===== src/hw/rtl/bsm_pkg.sv =====
`default_nettype none
package bsm_pkg;

  localparam int ADDR_W    = 16;
  localparam int DATA_W    = 8;
  localparam int ROM_OFF_W = 23;
  localparam int ROM_SZ_W  = 24;
  localparam int RAM_SZ_W  = 18;
  localparam int RAM_OFF_W = 17;
  localparam int ROM_BANK_W = 9;
  localparam int RAM_BANK_W = 4;
  localparam int CFG_IDX_W = 2;
  localparam int CFG_DAT_W = 24;

  // access kinds
  localparam logic OP_READ  = 1'b0;
  localparam logic OP_WRITE = 1'b1;

  // register indexes
  localparam logic [CFG_IDX_W-1:0] CFG_ROM_SIZE   = 2'd0;
  localparam logic [CFG_IDX_W-1:0] CFG_RAM_SIZE   = 2'd1;
  localparam logic [CFG_IDX_W-1:0] CFG_HAS_RUMBLE = 2'd2;

  localparam logic [ROM_SZ_W-1:0]   ROM_SIZE_RST = 24'd32768;
  localparam logic [ROM_BANK_W-1:0] ROM_BANK_RST = 9'd1;
  localparam logic [3:0]            RAM_EN_KEY   = 4'hA;
  localparam logic [DATA_W-1:0]     OPEN_BUS     = 8'hFF;

  // RAM port request
  typedef struct packed {
    logic                 we;
    logic                 re;
    logic [RAM_OFF_W-1:0] addr;
    logic [DATA_W-1:0]    wdata;
  } mem_req_t;

  // decoded item headed for the result stage
  typedef struct packed {
    logic                 rd_ram;
    logic                 rom_fetch;
    logic [ROM_OFF_W-1:0] rom_offset;
    logic                 rumble;
  } stage_t;

endpackage
`default_nettype wire


===== src/hw/rtl/bsm_cfg_if.sv =====
`default_nettype none
interface bsm_cfg_if import bsm_pkg::*; ();
  logic                 valid;
  logic                 ready;
  logic [CFG_IDX_W-1:0] index;
  logic [CFG_DAT_W-1:0] data;

  modport source (output valid, index, data, input ready);
  modport sink   (input valid, index, data, output ready);
endinterface
`default_nettype wire


===== src/hw/rtl/bsm_ctrl.sv =====
`default_nettype none
module bsm_ctrl import bsm_pkg::*; #(
  parameter int RAM_BYTES = 131072
) (
  input  wire logic              clk,
  input  wire logic              rst_n,
  bsm_cfg_if.sink                cfg,
  input  wire logic              in_acc,
  input  wire logic              op,
  input  wire logic [ADDR_W-1:0] address,
  input  wire logic [DATA_W-1:0] value,
  output mem_req_t               req,
  output stage_t                 res
);

  logic [ROM_SZ_W-1:0]   rom_size_r;
  logic [RAM_SZ_W-1:0]   ram_size_r;
  logic                  has_rumble_r;
  logic                  ram_enable_r, ram_enable_nxt;
  logic [ROM_BANK_W-1:0] rom_bank_r, rom_bank_nxt;
  logic [RAM_BANK_W-1:0] ram_bank_r, ram_bank_nxt;
  logic                  rumble_r, rumble_nxt;

  logic                 is_wr;
  logic                 in_ram_win;
  logic [RAM_SZ_W-1:0]  ram_lim;
  logic [RAM_OFF_W-1:0] ram_off;
  logic                 ram_ok;
  logic [ROM_OFF_W-1:0] rom_off;
  logic                 rom_ok;

  assign cfg.ready = 1'b1;

  always_ff @(posedge clk) begin
    if (!rst_n) begin
      rom_size_r   <= ROM_SIZE_RST;
      ram_size_r   <= '0;
      has_rumble_r <= 1'b0;
    end else if (cfg.valid) begin
      case (cfg.index)
        CFG_ROM_SIZE:   rom_size_r   <= cfg.data;
        CFG_RAM_SIZE:   ram_size_r   <= cfg.data[RAM_SZ_W-1:0];
        CFG_HAS_RUMBLE: has_rumble_r <= cfg.data[0];
        default: ;
      endcase
    end
  end

  assign is_wr      = (op == OP_WRITE);
  assign in_ram_win = (address[15:13] == 3'b101);
  assign ram_lim    = (ram_size_r < RAM_SZ_W'(RAM_BYTES)) ? ram_size_r : RAM_SZ_W'(RAM_BYTES);
  assign ram_off    = {ram_bank_r, address[12:0]};
  assign ram_ok     = in_ram_win && ram_enable_r && (RAM_SZ_W'(ram_off) < ram_lim);
  assign rom_off    = address[14] ? {rom_bank_r, address[13:0]} : ROM_OFF_W'(address);
  assign rom_ok     = !address[15] && (ROM_SZ_W'(rom_off) < rom_size_r);

  // mapper register writes
  always_comb begin
    ram_enable_nxt = ram_enable_r;
    rom_bank_nxt   = rom_bank_r;
    ram_bank_nxt   = ram_bank_r;
    rumble_nxt     = rumble_r;
    if (is_wr) begin
      if (address[15:13] == 3'b000) begin
        ram_enable_nxt = (value[3:0] == RAM_EN_KEY);
      end else if (address[15:12] == 4'h2) begin
        rom_bank_nxt = {rom_bank_r[8], value};
      end else if (address[15:12] == 4'h3) begin
        rom_bank_nxt = {value[0], rom_bank_r[7:0]};
      end else if (address[15:13] == 3'b010) begin
        if (has_rumble_r) begin
          rumble_nxt   = value[3];
          ram_bank_nxt = {1'b0, value[2:0]};
        end else begin
          ram_bank_nxt = value[3:0];
        end
      end
    end
  end

  always_ff @(posedge clk) begin
    if (!rst_n) begin
      ram_enable_r <= 1'b0;
      rom_bank_r   <= ROM_BANK_RST;
      ram_bank_r   <= '0;
      rumble_r     <= 1'b0;
    end else if (in_acc) begin
      ram_enable_r <= ram_enable_nxt;
      rom_bank_r   <= rom_bank_nxt;
      ram_bank_r   <= ram_bank_nxt;
      rumble_r     <= rumble_nxt;
    end
  end

  always_comb begin
    req.we    = in_acc && is_wr && ram_ok;
    req.re    = in_acc && !is_wr && ram_ok;
    req.addr  = ram_off;
    req.wdata = value;

    res.rd_ram     = !is_wr && ram_ok;
    res.rom_fetch  = !is_wr && rom_ok;
    res.rom_offset = (!is_wr && rom_ok) ? rom_off : '0;
    res.rumble     = rumble_nxt;
  end

endmodule
`default_nettype wire


===== src/flat_wrapper.sv =====
// flat-port wrapper written by rule: the top's interface ports become plain ports
module bsm_ctrl_flat import bsm_pkg::*;
#(
  parameter int RAM_BYTES = 131072
)
  (clk, rst_n, in_acc, op, address, value, req, res, cfg_valid, cfg_index, cfg_data, cfg_ready);
  bsm_cfg_if cfg_i ();
  input  wire logic clk;
  input  wire logic rst_n;
  input  wire logic in_acc;
  input  wire logic op;
  input  wire logic [ADDR_W-1:0] address;
  input  wire logic [DATA_W-1:0] value;
  output mem_req_t req;
  output stage_t res;
  input wire logic [$bits(cfg_i.valid)-1:0] cfg_valid;
  input wire logic [$bits(cfg_i.index)-1:0] cfg_index;
  input wire logic [$bits(cfg_i.data)-1:0] cfg_data;
  output wire logic [$bits(cfg_i.ready)-1:0] cfg_ready;
  assign cfg_i.valid = cfg_valid;
  assign cfg_i.index = cfg_index;
  assign cfg_i.data = cfg_data;
  assign cfg_ready = cfg_i.ready;
  bsm_ctrl #(.RAM_BYTES(RAM_BYTES)) u_core (.clk(clk), .rst_n(rst_n), .cfg(cfg_i), .in_acc(in_acc), .op(op), .address(address), .value(value), .req(req), .res(res));
endmodule

===== config.mk =====
export PLATFORM = sky130hd
export DESIGN_NAME = bsm_ctrl_flat
export DESIGN_NICKNAME = d
export VERILOG_FILES = /design/src/hw/rtl/bsm_pkg.sv /design/src/hw/rtl/bsm_cfg_if.sv /design/src/hw/rtl/bsm_ctrl.sv /design/src/flat_wrapper.sv
export SDC_FILE = /design/constraint.sdc
export NUM_CORES = 1
export LEC_CHECK = 0
export ABC_AREA = 1
export BUFFER_PORTS_ARGS = -buffer_cell sky130_fd_sc_hd__buf_2
export CAP_MARGIN = 20
export CORE_MARGIN = 2
export CORE_UTILIZATION = 52
export DETAILED_ROUTE_END_ITERATION = 7
export GPL_TIMING_DRIVEN = 0
export PLACE_DENSITY = 0.85
export SKIP_LAST_GASP = 1
export SLEW_MARGIN = 20
export SYNTH_ARGS = -nofsm -noshare
export SYNTH_HDL_FRONTEND = slang
export SYNTH_SLANG_ARGS = --single-unit

===== constraint.sdc =====
create_clock -name clk -period 3.65 [get_ports clk]
set_clock_uncertainty 0.2 [all_clocks]
set_input_delay 0.73 -clock clk [delete_from_list [all_inputs] [get_ports clk]]
set_output_delay 0.73 -clock clk [all_outputs]
set_load 0.05 [all_outputs]

==> results.py <==
metrics = {
    "setup_path": {
        "crit_type": "input pin to output port",
        "crit_top_cell": "buf_4",
        "reg2reg_slack_ns": 2.46,
        "path_buf_inv": 5,
        "rr_worst_depth": 5,
        "endpoint_kind": "output port",
        "regToRegStartpoint": "u_core.has_rumble_r",
        "cp_data_required_time_ns": 2.72,
        "crit_end": "res[12]",
        "cp-start-kind": "input pin",
        "critPathLaunch": "address[14]",
        "crit_fanout": 10,
        "cpMaxStageDelayCell": "ha_1",
        "worstPathArrival_ns": 2.64,
        "crit_chain": "buf_4, inv_2, nand2_2, o21ai_2, inv_1, ha_1, a21o_1, o21ai_1, nand2_1, nor2_2, nand2_4, buf_4, nor2_1, buf_4",
        "max_stage_delay_ns": 0.28,
        "rr_endpoint": "u_core.rumble_r",
        "path_depth": 14,
        "crit_family": "buffers and inverters",
    },
    "grt": {
        "grt_first_pass_wirelength_um": 15200,
        "grt.overflow.total": 0,
        "grt_pass1_vias": 3420,
        "grt_start_max_net_pins": 20,
        "antenna_found_initial": 0,
        "grt.total_usage_pct": 25.6,
    },
    "routing": {
        "drtPass1Iterations": 4,
        "drtAntennaViolNets": 0,
        "wire_per_inst_um": 13.2,
        "viasPerCell": 5.18,
        "wirelength_um": 9490,
        "drc": 0,
        "drt_iter0_markers": 201,
        "via_count": 3732,
    },
    "timing": {
        "period_share_pct": 97.7,
        "finalSetupViolations": 0,
        "period_needed_ns": 3.57,
        "fin_setup_tns_ns": 0,
        "worstMarginPinSlew_ns": 0.544,
        "rsz0062_at_grt": "yes",
        "max_freq_ghz": 0.280,
        "fin_ws_ns": 0.0828,
        "finalHoldViolations": 0,
        "slew_headroom_pct": 63.7,
        "slew_viol_final": 0,
    },
    "synthesis": {
        "ys_seq_area_share_pct": 32.6,
        "yosysUniqueCellTypes": 26,
        "syn_area_per_cell_um2": 6.85,
        "synthesis.nets": 613,
        "syn_area_um2": 3560,
        "synth_enable_flop_cells": 0,
        "yosysWarnings": 0,
        "synthCells": 520,
        "ys.flop_type": "dfxtp_1",
        "synth_seq_cells": 58,
        "synthArstFlopShare_pct": 0,
    },
    "clock_network": {
        "path_clk_slew_ns": 0.06,
        "ctsHtreeMaxLevel": 3,
        "cts_tree": "built",
        "cts_hold_buf": 0,
        "clk_path_buf_depth": 2,
        "root_buffer": "clkbuf_8",
        "cts_sinks": 58,
        "cts_made_buffers": 9,
        "clk_latency_ns": 0.33,
    },
    "floorplanning": {
        "initial_utilization_pct": 53.0,
        "die-area_um2": 7530,
        "io_pins": 109,
        "die_height_um": 86.8,
        "core_area_um2": 6720,
        "die-width_um": 86.8,
        "rows": 30,
    },
    "place": {
        "gp_congestion": 0.909,
        "io_buffer_count": 105,
        "dp_hpwl_um": 7350,
        "post-place-ws_ns": -0.0638,
        "dpl_cell_area_um2": 4190,
    },
    "flow_run": {
        "max_cap_viol_count": 0,
    },
    "pwr": {
        "total_leakage_power_nw": 2.31,
        "totalPowerFinal_mw": 1.58,
        "peakVddDrop_uv": 181,
        "power_density_nw_per_um2": 353,
    },
    "final_layout": {
        "diodes": 0,
        "drive_above_1_share_pct": 25.0,
        "final_nets": 729,
        "syn_to_final_growth_pct": 25.5,
        "fin_area_um2": 4470,
    },
    "min_path": {
        "min_path_cells": 2,
        "hold_class": "flop to flop",
    },
    "outcome": {
        "run_status": "finished clean",
    },
}
## repair_timing
item                                    in CTS  in global routing
pin swaps                                    0                  3
endpoints found under the setup margin      23                 23
hold endpoints to repair                     0                  0
resized for setup                           20                 20
setup buffers                                0                  1
gates cloned                                 0                  0
## through the flow
stage	hold WS (ns)	std cells	util, %
after detailed placement	0.236	705	62.3
after global placement	0.232	705	62.3
final	0.245	721	66.6
after CTS	0.246	720	65.4
after floorplan	0.224	520	-
after global routing	0.263	721	66.6
## layout make-up
cell class	instances	area (um^2)
Buffer	40	256
Clock buffer	13	149
Clock inverter	3	15.0
Fill cell	572	2250
Inverter	92	345
Multi-Input combinational cell	329	1830
Sequential cell	58	1160
Tap cell	80	100
Timing Repair Buffer	106	621
## Yosys cell counts, types with 3 or more instances
library cell,n,area share [%]
nand3_1,10,1.4
nand2_2,3,0.53
inv_2,3,0.32
ha_1,38,13
dfxtp_1,58,33
nor3_1,3,0.42
inv_1,89,9.4
nand2_1,77,8.1
nand4_1,6,1.1
clkbuf_1,13,1.4
a21o_1,3,0.63
nor2_1,66,7.0
a21oi_1,56,7.9
o21ai_0,58,8.1
buf_4,26,5.5
## layer usage
| metal | routed length (um) | part of all wire [%] | GRT usage (%) | up-vias |
|---|---|---|---|---|
| met5 | 0 | 0 | 0 | - |
| met4 | 205 | 2.2 | 10.9 | 0 |
| met3 | 586 | 6.2 | 4.86 | 22 |
| met2 | 4530 | 48 | 42.6 | 142 |
| li1 | - | - | - | 1866 |
| met1 | 4170 | 44 | 32.3 | 1702 |
## how the worst min path moves through the flow
| stage | start | to | slack, ns |
|---|---|---|---|
| CTS | u_core.ram_size_r[3] | u_core.ram_size_r[3] | 0.25 |
| floorplan | u_core.ram_size_r[10] | u_core.ram_size_r[10] | 0.22 |
| global route | u_core.ram_size_r[3] | u_core.ram_size_r[3] | 0.26 |
| detailed placement | u_core.ram_size_r[3] | u_core.ram_size_r[3] | 0.24 |
| global placement | u_core.ram_size_r[5] | u_core.ram_size_r[5] | 0.23 |
| finish | u_core.ram_size_r[7] | u_core.ram_size_r[7] | 0.25 |
## registers in the layout (all words and copies together), names as in the netlist
| signal | cells |
|---|---|
| u_core.rom_bank_r | 9 |
| u_core.ram_enable_r | 1 |
| u_core.rumble_r | 1 |
| u_core.ram_size_r | 18 |
| u_core.ram_bank_r | 4 |
| u_core.rom_size_r | 24 |
| u_core.has_rumble_r | 1 |
## worst min-delay path, stage by stage, from the launching register on
cell,delay (ns)
dfxtp_1,0.31
inv_1,0.05
a21oi_1,0.05
## cells by family (layout without fill, tap and decap cells)
| logic type | after synthesis | after routing | synth area share (%) |
|---|---|---|---|
| AO/OA/AOI/OAI | 121 | 121 | 17.5 |
| AND/OR/NAND/NOR | 169 | 169 | 19.7 |
| other | 1 | 1 | 0.105 |
| flip-flops | 58 | 58 | 32.6 |
| adder cells (fa/ha/maj) | 38 | 38 | 13.3 |
| buffers and inverters | 133 | 254 | 16.8 |
## cell usage in the layout, fill, tap and decap left out, drive strengths merged, types with 6 or more instances in the layout
cell	count
buf	132
inv	92
nand2	80
nor2	66
o21ai	59
dfxtp	58
a21oi	56
ha	38
clkbuf	27
nand3	10
nand4	6
## power breakdown
part	internal [mW]	leakage (nW)	switching, mW	total [mW]
sequential	0.661	0.473	0.0110	0.672
clock	0.262	0.0872	0.245	0.507
combinational	0.137	1.75	0.262	0.399
No activity file was read; power rests on OpenSTA's default activity.
